## src/rtl/kvp_pkg.sv

```systemverilog
// Shared types and constants of the key-value command line parser.
`default_nettype none
package kvp_pkg;

    // Result status codes
    typedef enum logic [2:0] {
        ST_OK       = 3'd0,
        ST_BAD_CMD  = 3'd1,
        ST_BAD_LEN  = 3'd2,
        ST_BAD_EXP  = 3'd3,
        ST_TOO_LONG = 3'd4
    } kvp_status_t;

    // Recognised commands
    typedef enum logic [2:0] {
        M_NONE   = 3'd0,
        M_GET    = 3'd1,
        M_ADD    = 3'd2,
        M_SET    = 3'd3,
        M_DELETE = 3'd4
    } kvp_method_t;

    // Configuration register indexes
    localparam logic [1:0] CFG_LONG_LINE  = 2'd0;
    localparam logic [1:0] CFG_LEAD_SPACE = 2'd1;

    localparam logic [11:0] LONG_LINE_RST  = 12'd1024;
    localparam logic [11:0] LEAD_SPACE_RST = 12'd100;

    // Command words, last character in the lowest byte
    localparam logic [47:0] CMD_GET    = 48'h676574;
    localparam logic [47:0] CMD_ADD    = 48'h616464;
    localparam logic [47:0] CMD_SET    = 48'h736574;
    localparam logic [47:0] CMD_GETEX  = 48'h6765746578;
    localparam logic [47:0] CMD_DELETE = 48'h64656C657465;

    localparam logic [32:0] COUNT_LIM  = 33'h0FFFFFFFD;
    localparam logic [32:0] EXPIRY_LIM = 33'h0FFFFFFFF;
    localparam logic [13:0] HDR_BASE   = 14'd23;

    localparam logic [7:0] CH_NUL   = 8'h00;
    localparam logic [7:0] CH_LF    = 8'h0A;
    localparam logic [7:0] CH_CR    = 8'h0D;
    localparam logic [7:0] CH_SPACE = 8'h20;

    // Per-line parse state
    typedef struct packed {
        logic [3:0]  token_index;
        logic [11:0] token_start;
        logic        in_token;
        logic [47:0] command_chars;
        logic [2:0]  command_length;
        logic [11:0] key_offset;
        logic [11:0] key_length;
        logic [11:0] flags_offset;
        logic [11:0] flags_length;
        logic [32:0] count_acc;
        logic [11:0] count_length;
        logic [32:0] expiry_acc;
        logic [1:0]  num_err;
        logic [11:0] leading_spaces;
        logic        nul_seen;
        logic        get_exempt;
    } kvp_state_t;

    // One result item
    typedef struct packed {
        kvp_status_t status;
        kvp_method_t method;
        logic [11:0] key_offset;
        logic [11:0] key_length;
        logic [11:0] flags_offset;
        logic [11:0] flags_length;
        logic [31:0] value_length;
        logic [31:0] expire_time;
        logic [13:0] header_length;
        logic [11:0] line_length;
    } kvp_result_t;

endpackage
`default_nettype wire

```

## src/rtl/kvp_line_judge.sv

```systemverilog
// Judges a finished line: command decode, field selection and result arithmetic.
`default_nettype none
module kvp_line_judge
    import kvp_pkg::*;
(
    input  kvp_state_t  st,
    input  logic [31:0] now_time,
    input  logic [11:0] line_length,
    output kvp_result_t res
);

    kvp_method_t method;
    logic        add_set;

    // Command decode
    always_comb begin
        method = M_NONE;
        case (st.command_length)
            3'd3: begin
                if (st.command_chars == CMD_GET) method = M_GET;
                else if (st.command_chars == CMD_ADD) method = M_ADD;
                else if (st.command_chars == CMD_SET) method = M_SET;
            end
            3'd5: begin
                if (st.command_chars == CMD_GETEX) method = M_GET;
            end
            3'd6: begin
                if (st.command_chars == CMD_DELETE) method = M_DELETE;
            end
            default: method = M_NONE;
        endcase
        if (st.token_index == 4'd0) method = M_NONE;
    end

    assign add_set = (method == M_ADD) || (method == M_SET);

    // Field selection
    always_comb begin
        res = '0;
        res.status      = ST_BAD_CMD;
        res.method      = method;
        res.line_length = line_length;
        if (method != M_NONE) begin
            res.status = ST_OK;
            if (st.token_index >= 4'd2) begin
                res.key_offset = st.key_offset;
                res.key_length = st.key_length;
            end
            if (add_set) begin
                if (st.token_index < 4'd5) begin
                    res.status = ST_BAD_CMD;
                end else begin
                    res.flags_offset  = st.flags_offset;
                    res.flags_length  = st.flags_length;
                    res.header_length = {2'b0, st.key_length} + {2'b0, st.flags_length}
                                      + {2'b0, st.count_length} + HDR_BASE;
                    if (st.num_err[0]) begin
                        res.status = ST_BAD_LEN;
                    end else begin
                        res.value_length = st.count_acc[31:0] + 32'd2;
                        if (st.num_err[1]) res.status = ST_BAD_EXP;
                        else if (st.expiry_acc != '0)
                            res.expire_time = st.expiry_acc[31:0] + now_time;
                    end
                end
            end
        end
    end

endmodule
`default_nettype wire

```

## src/rtl/kv_ascii_command_parser_unit.sv

```systemverilog
// Top level of the key-value ASCII command line parser.
`default_nettype none
// Takes one byte of a command line per transfer and gives one result per line on LF,
// or an early "line too long" result. Every byte passes an input register and the
// parse logic into the result register, so a byte can be taken every cycle while
// results are taken; a result reaches the master side from the result register.
// A byte waits in the input register while an earlier result waits to be taken, so
// the slave side stalls for as long as the master side holds off with a result held.
module kv_ascii_command_parser_unit
    import kvp_pkg::*;
#(
    parameter int MAX_TOKENS = 8,
    parameter int MAX_LINE   = 4096
) (
    input  wire logic         aclk,
    input  wire logic         aresetn,
    input  wire logic         s_tvalid,
    output logic              s_tready,
    input  wire logic [39:0]  s_tdata,   // char_in[7:0], now_time[39:8]
    output logic              m_tvalid,
    input  wire logic         m_tready,
    // status[2:0], method[5:3], key_offset[17:6], key_length[29:18],
    // flags_offset[41:30], flags_length[53:42], value_length[85:54],
    // expire_time[117:86], header_length[131:118], line_length[143:132]
    output logic [143:0]      m_tdata,
    input  wire logic         cfg_valid,
    output logic              cfg_ready,
    input  wire logic [1:0]   cfg_index,
    input  wire logic [11:0]  cfg_data
);

    localparam logic [11:0] POS_CAP = 12'((MAX_LINE - 1) < 4095 ? (MAX_LINE - 1) : 4095);
    localparam logic [3:0]  TI_MAX  = 4'(MAX_TOKENS - 1);

    logic [11:0] long_limit_reg, lead_limit_reg;
    logic        in_valid_reg;
    logic [7:0]  char_reg;
    logic [31:0] now_reg;
    kvp_state_t  st_reg, st_next;
    logic [11:0] pos_reg, pos_next;
    logic        prev_cr_reg, prev_cr_next;
    kvp_result_t res_reg, res_next;
    logic        out_valid_reg;
    logic        fire, emit;
    logic [11:0] pos_inc;
    kvp_state_t  lf_s1, lf_s2, nl_s1, nl_s2;
    logic [11:0] lf_end;
    kvp_result_t judge_res;

    // Close the open token at the given end position
    function automatic kvp_state_t end_token(kvp_state_t s, logic [11:0] end_pos);
        logic [11:0] len;
        len = (end_pos > s.token_start) ? end_pos - s.token_start : 12'd0;
        case (s.token_index)
            4'd1: begin
                s.key_offset = s.token_start;
                s.key_length = len;
            end
            4'd2: begin
                s.flags_offset = s.token_start;
                s.flags_length = len;
            end
            4'd4: s.count_length = len;
            default: ;
        endcase
        if (s.token_index < TI_MAX) s.token_index = s.token_index + 4'd1;
        s.in_token = 1'b0;
        return s;
    endfunction

    // One decimal digit into an accumulator; bit 33 flags an error
    function automatic logic [33:0] take_digit(logic [32:0] acc, logic [7:0] c,
                                               logic [32:0] lim);
        logic [36:0] prod;
        prod = ({4'b0, acc} << 3) + ({4'b0, acc} << 1) + {29'b0, 8'(c - 8'h30)};
        if (c < 8'h30 || c > 8'h39) return {1'b1, acc};
        if (prod > {4'b0, lim}) return {1'b1, lim + 33'd1};
        return {1'b0, prod[32:0]};
    endfunction

    // Feed one content byte into the parse state
    function automatic kvp_state_t feed(kvp_state_t s, logic [7:0] c, logic [11:0] p);
        logic [33:0] d;
        d = '0;
        if (!s.nul_seen) begin
            if (c == CH_NUL) begin
                if (s.in_token) s = end_token(s, p);
                s.nul_seen = 1'b1;
            end else if (c == CH_SPACE) begin
                if (s.in_token) begin
                    if (s.token_index == 4'd0 && s.command_length == 3'd3 &&
                        s.command_chars == CMD_GET)
                        s.get_exempt = 1'b1;
                    s = end_token(s, p);
                end else if (s.token_index == 4'd0 && s.leading_spaces < 12'd4095) begin
                    s.leading_spaces = s.leading_spaces + 12'd1;
                end
            end else begin
                if (!s.in_token) begin
                    s.in_token    = 1'b1;
                    s.token_start = p;
                end
                if (s.token_index == 4'd0) begin
                    if (s.command_length < 3'd7) s.command_length = s.command_length + 3'd1;
                    if (s.command_length <= 3'd6) s.command_chars = {s.command_chars[39:0], c};
                end else if (s.token_index == 4'd3) begin
                    d = take_digit(s.expiry_acc, c, EXPIRY_LIM);
                    s.num_err[1] = s.num_err[1] | d[33];
                    s.expiry_acc = d[32:0];
                end else if (s.token_index == 4'd4) begin
                    d = take_digit(s.count_acc, c, COUNT_LIM);
                    s.num_err[0] = s.num_err[0] | d[33];
                    s.count_acc  = d[32:0];
                end
            end
        end
        return s;
    endfunction

    // Handshakes
    assign fire      = in_valid_reg && (!out_valid_reg || m_tready);
    assign s_tready  = !in_valid_reg || fire;
    assign cfg_ready = 1'b1;

    // Configuration registers
    always_ff @(posedge aclk) begin
        if (!aresetn) begin
            long_limit_reg <= LONG_LINE_RST;
            lead_limit_reg <= LEAD_SPACE_RST;
        end else if (cfg_valid) begin
            if (cfg_index == CFG_LONG_LINE) long_limit_reg <= cfg_data;
            else if (cfg_index == CFG_LEAD_SPACE) lead_limit_reg <= cfg_data;
        end
    end

    // Input register
    always_ff @(posedge aclk) begin
        if (!aresetn) begin
            in_valid_reg <= 1'b0;
        end else if (s_tvalid && s_tready) begin
            in_valid_reg <= 1'b1;
        end else if (fire) begin
            in_valid_reg <= 1'b0;
        end
        if (s_tvalid && s_tready) begin
            char_reg <= s_tdata[7:0];
            now_reg  <= s_tdata[39:8];
        end
    end

    // Line end path: resolve a pending CR, close the last token
    assign pos_inc = (pos_reg < POS_CAP) ? pos_reg + 12'd1 : POS_CAP;
    assign lf_s1   = (prev_cr_reg && pos_reg < 12'd2) ? feed(st_reg, CH_CR, 12'd0) : st_reg;
    assign lf_end  = (prev_cr_reg && pos_reg >= 12'd2) ? pos_reg - 12'd1 : pos_reg;
    assign lf_s2   = (lf_s1.in_token && !lf_s1.nul_seen) ? end_token(lf_s1, lf_end) : lf_s1;

    kvp_line_judge u_judge (
        .st          (lf_s2),
        .now_time    (now_reg),
        .line_length (pos_inc),
        .res         (judge_res)
    );

    // Ordinary byte path: a held CR is fed before the new byte
    assign nl_s1 = prev_cr_reg
                 ? feed(st_reg, CH_CR, (pos_reg > 12'd0) ? pos_reg - 12'd1 : 12'd0)
                 : st_reg;
    assign nl_s2 = (char_reg == CH_CR) ? nl_s1 : feed(nl_s1, char_reg, pos_reg);

    // Next state and result
    always_comb begin
        st_next      = st_reg;
        pos_next     = pos_reg;
        prev_cr_next = prev_cr_reg;
        res_next     = res_reg;
        emit         = 1'b0;
        if (fire) begin
            if (char_reg == CH_LF) begin
                emit         = 1'b1;
                res_next     = judge_res;
                st_next      = '0;
                pos_next     = '0;
                prev_cr_next = 1'b0;
            end else begin
                st_next      = nl_s2;
                pos_next     = pos_inc;
                prev_cr_next = (char_reg == CH_CR);
                if (pos_inc > long_limit_reg &&
                    !(nl_s2.get_exempt && nl_s2.leading_spaces <= lead_limit_reg)) begin
                    emit                 = 1'b1;
                    res_next             = '0;
                    res_next.status      = ST_TOO_LONG;
                    res_next.method      = M_NONE;
                    res_next.line_length = pos_inc;
                    st_next              = '0;
                    pos_next             = '0;
                    prev_cr_next         = 1'b0;
                end
            end
        end
    end

    // Parse state and result registers
    always_ff @(posedge aclk) begin
        if (!aresetn) begin
            st_reg        <= '0;
            pos_reg       <= '0;
            prev_cr_reg   <= 1'b0;
            out_valid_reg <= 1'b0;
        end else begin
            st_reg      <= st_next;
            pos_reg     <= pos_next;
            prev_cr_reg <= prev_cr_next;
            if (emit) out_valid_reg <= 1'b1;
            else if (m_tready) out_valid_reg <= 1'b0;
        end
        if (emit) res_reg <= res_next;
    end

    assign m_tvalid = out_valid_reg;
    assign m_tdata  = {res_reg.line_length, res_reg.header_length, res_reg.expire_time,
                       res_reg.value_length, res_reg.flags_length, res_reg.flags_offset,
                       res_reg.key_length, res_reg.key_offset, res_reg.method,
                       res_reg.status};

`ifndef SYNTH
    // An early rejection carries no command
    a_long_no_method: assert property (@(posedge aclk) disable iff (!aresetn)
        (out_valid_reg && res_reg.status == ST_TOO_LONG) |-> res_reg.method == M_NONE)
        else $error("too-long result with a method");

    // An unknown command is only ever reported as bad command or too long
    a_none_status: assert property (@(posedge aclk) disable iff (!aresetn)
        (out_valid_reg && res_reg.method == M_NONE) |->
        (res_reg.status == ST_BAD_CMD || res_reg.status == ST_TOO_LONG))
        else $error("invalid method with unexpected status");

    // A byte count is only given for add and set
    a_value_addset: assert property (@(posedge aclk) disable iff (!aresetn)
        (out_valid_reg && res_reg.value_length != 32'd0) |->
        (res_reg.method == M_ADD || res_reg.method == M_SET))
        else $error("value length without add or set");

    // After a result is produced the parse state starts afresh
    a_clear_after_emit: assert property (@(posedge aclk) disable iff (!aresetn)
        emit |=> (pos_reg == 12'd0 && !prev_cr_reg))
        else $error("line state not cleared after result");
`endif

endmodule
`default_nettype wire
```

## config.mk

```make
export PLATFORM = sky130hd
export DESIGN_NAME = kv_ascii_command_parser_unit
export DESIGN_NICKNAME = d
export VERILOG_FILES = /design/src/rtl/kvp_pkg.sv /design/src/rtl/kvp_line_judge.sv /design/src/rtl/kv_ascii_command_parser_unit.sv
export SDC_FILE = /design/constraint.sdc
export NUM_CORES = 2
export LEC_CHECK = 0
export BUFFER_PORTS_ARGS = -buffer_cell sky130_fd_sc_hd__buf_4
export CAP_MARGIN = 20
export CORE_MARGIN = 2
export CORE_UTILIZATION = 30
export DETAILED_ROUTE_END_ITERATION = 12
export GPL_ROUTABILITY_DRIVEN = 0
export SYNTH_ARGS = -nofsm -noshare
export SYNTH_HDL_FRONTEND = slang
export SYNTH_SLANG_ARGS = --single-unit
```

## constraint.sdc

```tcl
create_clock -name aclk -period 12.35 [get_ports aclk]
set_input_delay 0.6175 -clock aclk [delete_from_list [all_inputs] [get_ports aclk]]
set_output_delay 0.6175 -clock aclk [all_outputs]
set_load 0.02 [all_outputs]
```

**Word level (Yosys, flattened, before mapping)**

Cells that the tools add are included.

- Add/subtract/negate cells: 23
- Order comparisons: 23
- Equal/unequal tests: 25
- Multiplexer cells: 176
- Bitwise operators: 5
- Reduce and logical (&&, ||, !) cells: 31

Operators by type and width:

| cell | count |
|---|---|
| 2-to-1 mux 210 bit | 7 |
| 2-to-1 mux 34 bit | 32 |
| 2-to-1 mux 206 bit | 2 |
| 2-to-1 mux 33 bit | 10 |
| 2-to-1 mux 144 bit | 2 |
| 2-to-1 mux 64 bit | 4 |
| 2-to-1 mux 102 bit | 2 |
| 2-to-1 mux 196 bit | 1 |
| == test 48 x 23 -> 1 bit, second input constant | 4 |
| adder 36 x 34 -> 37 bit | 4 |
| greater-than comparator 37 x 32 -> 1 bit, second input constant | 4 |
| 2-to-1 mux 12 bit | 12 |
| 2-to-1 mux 48 bit | 3 |
| 2-to-1 mux 35 bit | 4 |
| 2-to-1 mux 126 bit | 1 |
| 2-to-1 mux 24 bit | 5 |
| 2-to-1 mux 51 bit | 2 |
| adder 37 x 8 -> 37 bit | 2 |
| adder 37 x 8 -> 37 bit, second input constant | 2 |
| 2-to-1 mux 32 bit | 2 |
| 2-to-1 mux 1 bit | 61 |
| == test 48 x 39 -> 1 bit, second input constant | 1 |
| == test 48 x 47 -> 1 bit, second input constant | 1 |
| 2-to-1 mux 3 bit | 16 |
| 49 further kinds | 99 |

- Register bits after elaboration: 433
- Bits of input ports: 59

**Logic depth before layout (Yosys ltp)**

- Depth after elaboration: 57
- Gate-level depth with buffers: 38
- Mapped depth without buffers: 36

**Modules after synthesis**

A second synthesis with hierarchy kept.

- Cells, all modules: 3487
- Area, all modules: 30356.6 µm²

Modules (own cells, without submodules):

| module | times used | cells an instance | area an instance (µm²) | seq. area each (µm²) |
|---|---|---|---|---|
| kv_ascii_command_parser_unit | 1 | 2834 | 26061.2 | 10510.1 |
| kvp_line_judge | 1 | 653 | 4295.4 | 0.0 |

**Worst setup path after synthesis**

No wires, ideal clock.

- Path kind: reg-to-reg
- Start: register st_reg[206] in the netlist's numbering
- End: register st_reg[25] in the netlist's numbering
- Library setup time: 0.117 ns
- Data arrival time: 7.585 ns
- Required time: 12.233 ns
- Slack: 4.648 ns
- Stages on the path, launching flop included: 23
- Cells stage by stage: dfxtp_1 -> inv_1 -> ha_1 -> or3b_1 -> clkbuf_1 -> nor3_1 -> o21a_1 -> nor4b_2 -> nand4_1 -> nor2_1 -> nand2_1 -> xnor2_1 -> ha_1 -> nand4_1 -> nor3_1 -> a21oi_1 -> a2bb2oi_2 -> nor3_2 -> o21ai_1 -> inv_1 -> nor3_2 -> buf_2 -> a22o_1

- Cells in the longest elaborated chain, start to end: 30
- Elaborated cells between the ends (all ways): 53
- Classes of those cells: add/sub: 2; order compare: 2; eq/ne: 4; mux: 37; reduce/logical: 8

RTL lines:

| item | RTL line | source |
|---|---|---|
| start, declared | kv_ascii_command_parser_unit.sv:39 | `kvp_state_t st_reg, st_next;` |
| start signal, assigned | kv_ascii_command_parser_unit.sv:211 | `st_reg <= st_next;` |
| == test 4 x 2 -> 1 bit | kv_ascii_command_parser_unit.sv:106 | `end else if (s.token_index == 4'd3) begin` |
| 2-to-1 mux 34 bit | kv_ascii_command_parser_unit.sv:106 |  |
| 2-to-1 mux 35 bit | kv_ascii_command_parser_unit.sv:103 | `if (s.token_index == 4'd0) begin` |
| 2-to-1 mux 35 bit | kv_ascii_command_parser_unit.sv:85 | `if (!s.nul_seen) begin` |
| 2-to-1 mux 206 bit | kv_ascii_command_parser_unit.sv:166 | `? feed(st_reg, CH_CR, (pos_reg > 12'd0) ? pos_reg - 12'd1 : 12'd0)` |
| adder 36 x 34 -> 37 bit | kv_ascii_command_parser_unit.sv:75 | `prod = ({4'b0, acc} << 3) + ({4'b0, acc} << 1) + {29'b0, 8'(c - 8'h30)};` |
| adder 37 x 8 -> 37 bit | kv_ascii_command_parser_unit.sv:75 |  |
| greater-than comparator 37 x 32 -> 1 bit | kv_ascii_command_parser_unit.sv:77 | `if (prod > {4'b0, lim}) return {1'b1, lim + 33'd1};` |
| (+14 left out) | n/a |  |
| 2-to-1 mux 34 bit | kv_ascii_command_parser_unit.sv:106 |  |
| 2-to-1 mux 35 bit | kv_ascii_command_parser_unit.sv:103 |  |
| 2-to-1 mux 35 bit | kv_ascii_command_parser_unit.sv:89 | `end else if (c == CH_SPACE) begin` |
| 2-to-1 mux 210 bit | kv_ascii_command_parser_unit.sv:86 | `if (c == CH_NUL) begin` |
| 2-to-1 mux 210 bit | kv_ascii_command_parser_unit.sv:85 |  |
| 2-to-1 mux 210 bit (*) | kv_ascii_command_parser_unit.sv:168 | `assign nl_s2 = (char_reg == CH_CR) ? nl_s1 : feed(nl_s1, char_reg, pos_reg);` |
| 2-to-1 mux 210 bit (*) | kv_ascii_command_parser_unit.sv:188 | `if (pos_inc > long_limit_reg &&` |
| 2-to-1 mux 210 bit (*) | kv_ascii_command_parser_unit.sv:178 | `if (char_reg == CH_LF) begin` |

Every way passes the cells marked *; elsewhere a longest branch is shown, timed or not. The select of a mux whose other input is x is not followed.
A chain may end at the register's enable or synchronous reset.

==> flow_summary.ini <==
[synthesis]
synth_ff_type = dfxtp_1
async_reset_ff_share_pct = 0
avgSynthCellArea_sq_um = 8.88
ys_top_cells_by_count = 394 x nand2_1, 260 x nor2_1, 254 x ha_1
syn_inst = 3173
ys_seq_elements = 433
yosysSeqAreaShare_pct = 37.3
yosys_warnings = 0
synth_cell_types = 95
synth_top_area_share_pct = 19.6
synthesis.area_sq_mm = 0.0282
synth_edf_count = 184
synthTopCellsByArea = edfxtp_1 20%, dfxtp_1 18%, ha_1 11%
synth_most_common_cell = nand2_1
syn_nets = 3503
yosysTopAreaCell = edfxtp_1

[grt]
antenna_found_initial = 0
gr-total-overflow = 0
grtUsageTotal_pct = 16.6
grt_pass1_wl_mm = 128
grt_max_degree = 88
grt_pass1_vias = 22565

[placement]
dp_cells = 4503
hpwl_mm = 60.8
placed_area_sq_mm = 0.0309
io_buffers = 204

[clock_network]
cts_sinks = 433
cts_resized = 0
cts_tree = built
clk_pin_slew_ns = 0.07
cts_hold_buffers = 0
cts_root_buf = clkbuf_16
clock_latency_ns = 0.61
htreeDepth = 2
cts_setup_buffers = 0
cts_buffers = 51
clock_path_buffers = 3

[floorplanning]
initial_core_util_pct = 30.2
die_w_um = 310
core-area_sq_mm = 0.0932
dieArea_sq_mm = 0.0964
die_h_um = 310
rows = 112
ioPinCount = 206

[setup_path]
cp_slowest_stage_delay_ns = 0.49
r2r_end = m_tdata[130]
worstSetupPathType = reg -> reg
cp-start-kind = flop
critPathMaxFanout = 30
critPathRequiredTime_ns = 12.69
path_common_cell = a21oi_1
worstPathArrival_ns = 8.64
worstSetupEndpointType = flop
reg2regPathDepth = 33
r2r_slack_ns = 4.04
rr_startpoint = pos_reg[2]
slowest_stage = dfxtp_1

[layout]
largest_register_ff_count = 210
syn_to_final_growth_pct = 15.7
diodes = 0
nets = 3633
final_cells = 4599
fin_area_sq_mm = 0.0326
fin_util_pct = 35.0
drive_above_1_share_pct = 11.3
num-fill-cells = 9611

[timing]
setup_viol_count_final = 0
hold_viol_final = 0
slew_headroom_pct = 28.3
worstMarginPinSlew_ns = 1.08
clock_skew_ns = 0.0154
grt_setup_unrepaired = no
final.setup.tns_ns = 0
drv_slew = 0
period_minus_slack_ns = 8.31
post-route-period-util_pct = 67.3
fmax_mhz = 120

[power_and_ir_drop]
powerDensity_mw_per_mm2 = 102
p_leak_nw = 13.0
peakVddDrop_mv = 0.0910

[routing]
ant_nets = 0
wl_per_cell_um = 17.8
drc_errors = 0
first_pass_iters = 6
vias = 23884
wl_mm = 82.1
via_per_inst = 5.19
drt_iter0_markers = 1941

[min_path]
holdCritStartpoint = s_tdata[17]
hold-path-endpoint = now_reg[9]
holdPathStages = 1
hp-class = in -> reg

[run_status]
status = complete, no violations

[job]
drv_cap = 0
-- placed cells by master, fill, tap and decap left out, types with 11 or more instances in the layout --
master	synthesis	layout
ha_1	254	254
nor2_1	260	258
fa_1	17	17
nand2b_1	22	22
a21o_1	76	76
clkbuf_16	0	51
and2_1	47	46
o21a_1	25	25
edfxtp_1	184	184
nor4_1	31	31
nand2_1	394	393
a22o_1	39	39
nor3_1	74	71
and3_1	29	29
buf_4	11	235
and4_1	11	11
nand4_1	55	55
nor2b_1	42	42
a31oi_1	15	15
xor2_1	76	76
a21boi_0	15	15
or3_1	21	21
inv_1	113	112
nand3_1	117	117
mux2i_1	39	39
a211oi_1	13	13
o22ai_1	41	41
a211o_1	30	30
o31ai_1	68	67
o21bai_1	14	14
o21ai_0	113	113
dfxtp_1	249	249
xnor2_1	102	102
a21oi_1	233	233
mux2_2	16	16
-- metrics by stage --
stage | setup WS [ns] | hold slack (ns) | total power [mW]
3_5_place_dp | 4.13 | 0.445 | 1.84
4_1_cts | 4.07 | 0.149 | 3.38
6_report | 4.04 | 0.190 | 3.33
3_3_place_gp | 4.29 | 0.442 | 1.83
5_1_grt | 3.19 | 0.159 | 3.46
2_1_floorplan | 4.65 | 0.430 | 1.74
-- routing by layer --
layer / vias to the layer above / track usage, % / part of all wire, %
met1: 11313 / 23.1 / 46
li1: 11829 / - / -
met5: - / 0 / 0
met3: 86 / 2.23 / 5.6
met2: 656 / 27.4 / 46
met4: 0 / 3.46 / 1.7
-- area by class of cell --
type	count	area (sq um)	area share (%)
well taps	1254	1570	4.81
clock buffers	61	1320	4.06
clock inverters	34	348	1.07
inverters	115	437	1.34
repair buffers	237	1800	5.53
multi-input cells	2465	16600	50.9
flip-flops and latches	433	10500	32.2
-- kinds of logic after synthesis --
family	after synthesis	share of synthesized area [%]
fa+ha+maj	271	12.5
buf+inv	275	3.98
flops	433	37.3
mux	65	2.42
xor+xnor	179	5.59
other cells	1	0.0133
compound gates	786	18.5
simple gates	1163	19.8
-- worst max path at each step --
stage | from | depth (start not counted) | slack [ns] | end
detailed placement | pos_reg[2] | 33 | 4.13 | m_tdata[130]
finish | pos_reg[2] | 33 | 4.04 | m_tdata[130]
floorplan | st_reg[206] | 22 | 4.65 | st_reg[25]
CTS | pos_reg[2] | 33 | 4.07 | m_tdata[130]
global route | pos_reg[2] | 34 | 3.19 | m_tdata[129]
global placement | pos_reg[2] | 33 | 4.29 | m_tdata[130]
-- power breakdown --
group          internal, mW  switching (mW)
clock                 0.876           0.651
combinational        0.0943           0.169
sequential             1.52          0.0279
total                  2.49           0.848
-- critical path: cells and delay by family, from the launching register on --
family	cells	cell delay [ns]
compound gates	18	4.12
fa+ha+maj	5	1.44
simple gates	4	0.99
xor+xnor	3	0.52
flops	1	0.49
buf+inv	3	0.46
Note: power is estimated with default switching activity, not from simulation.
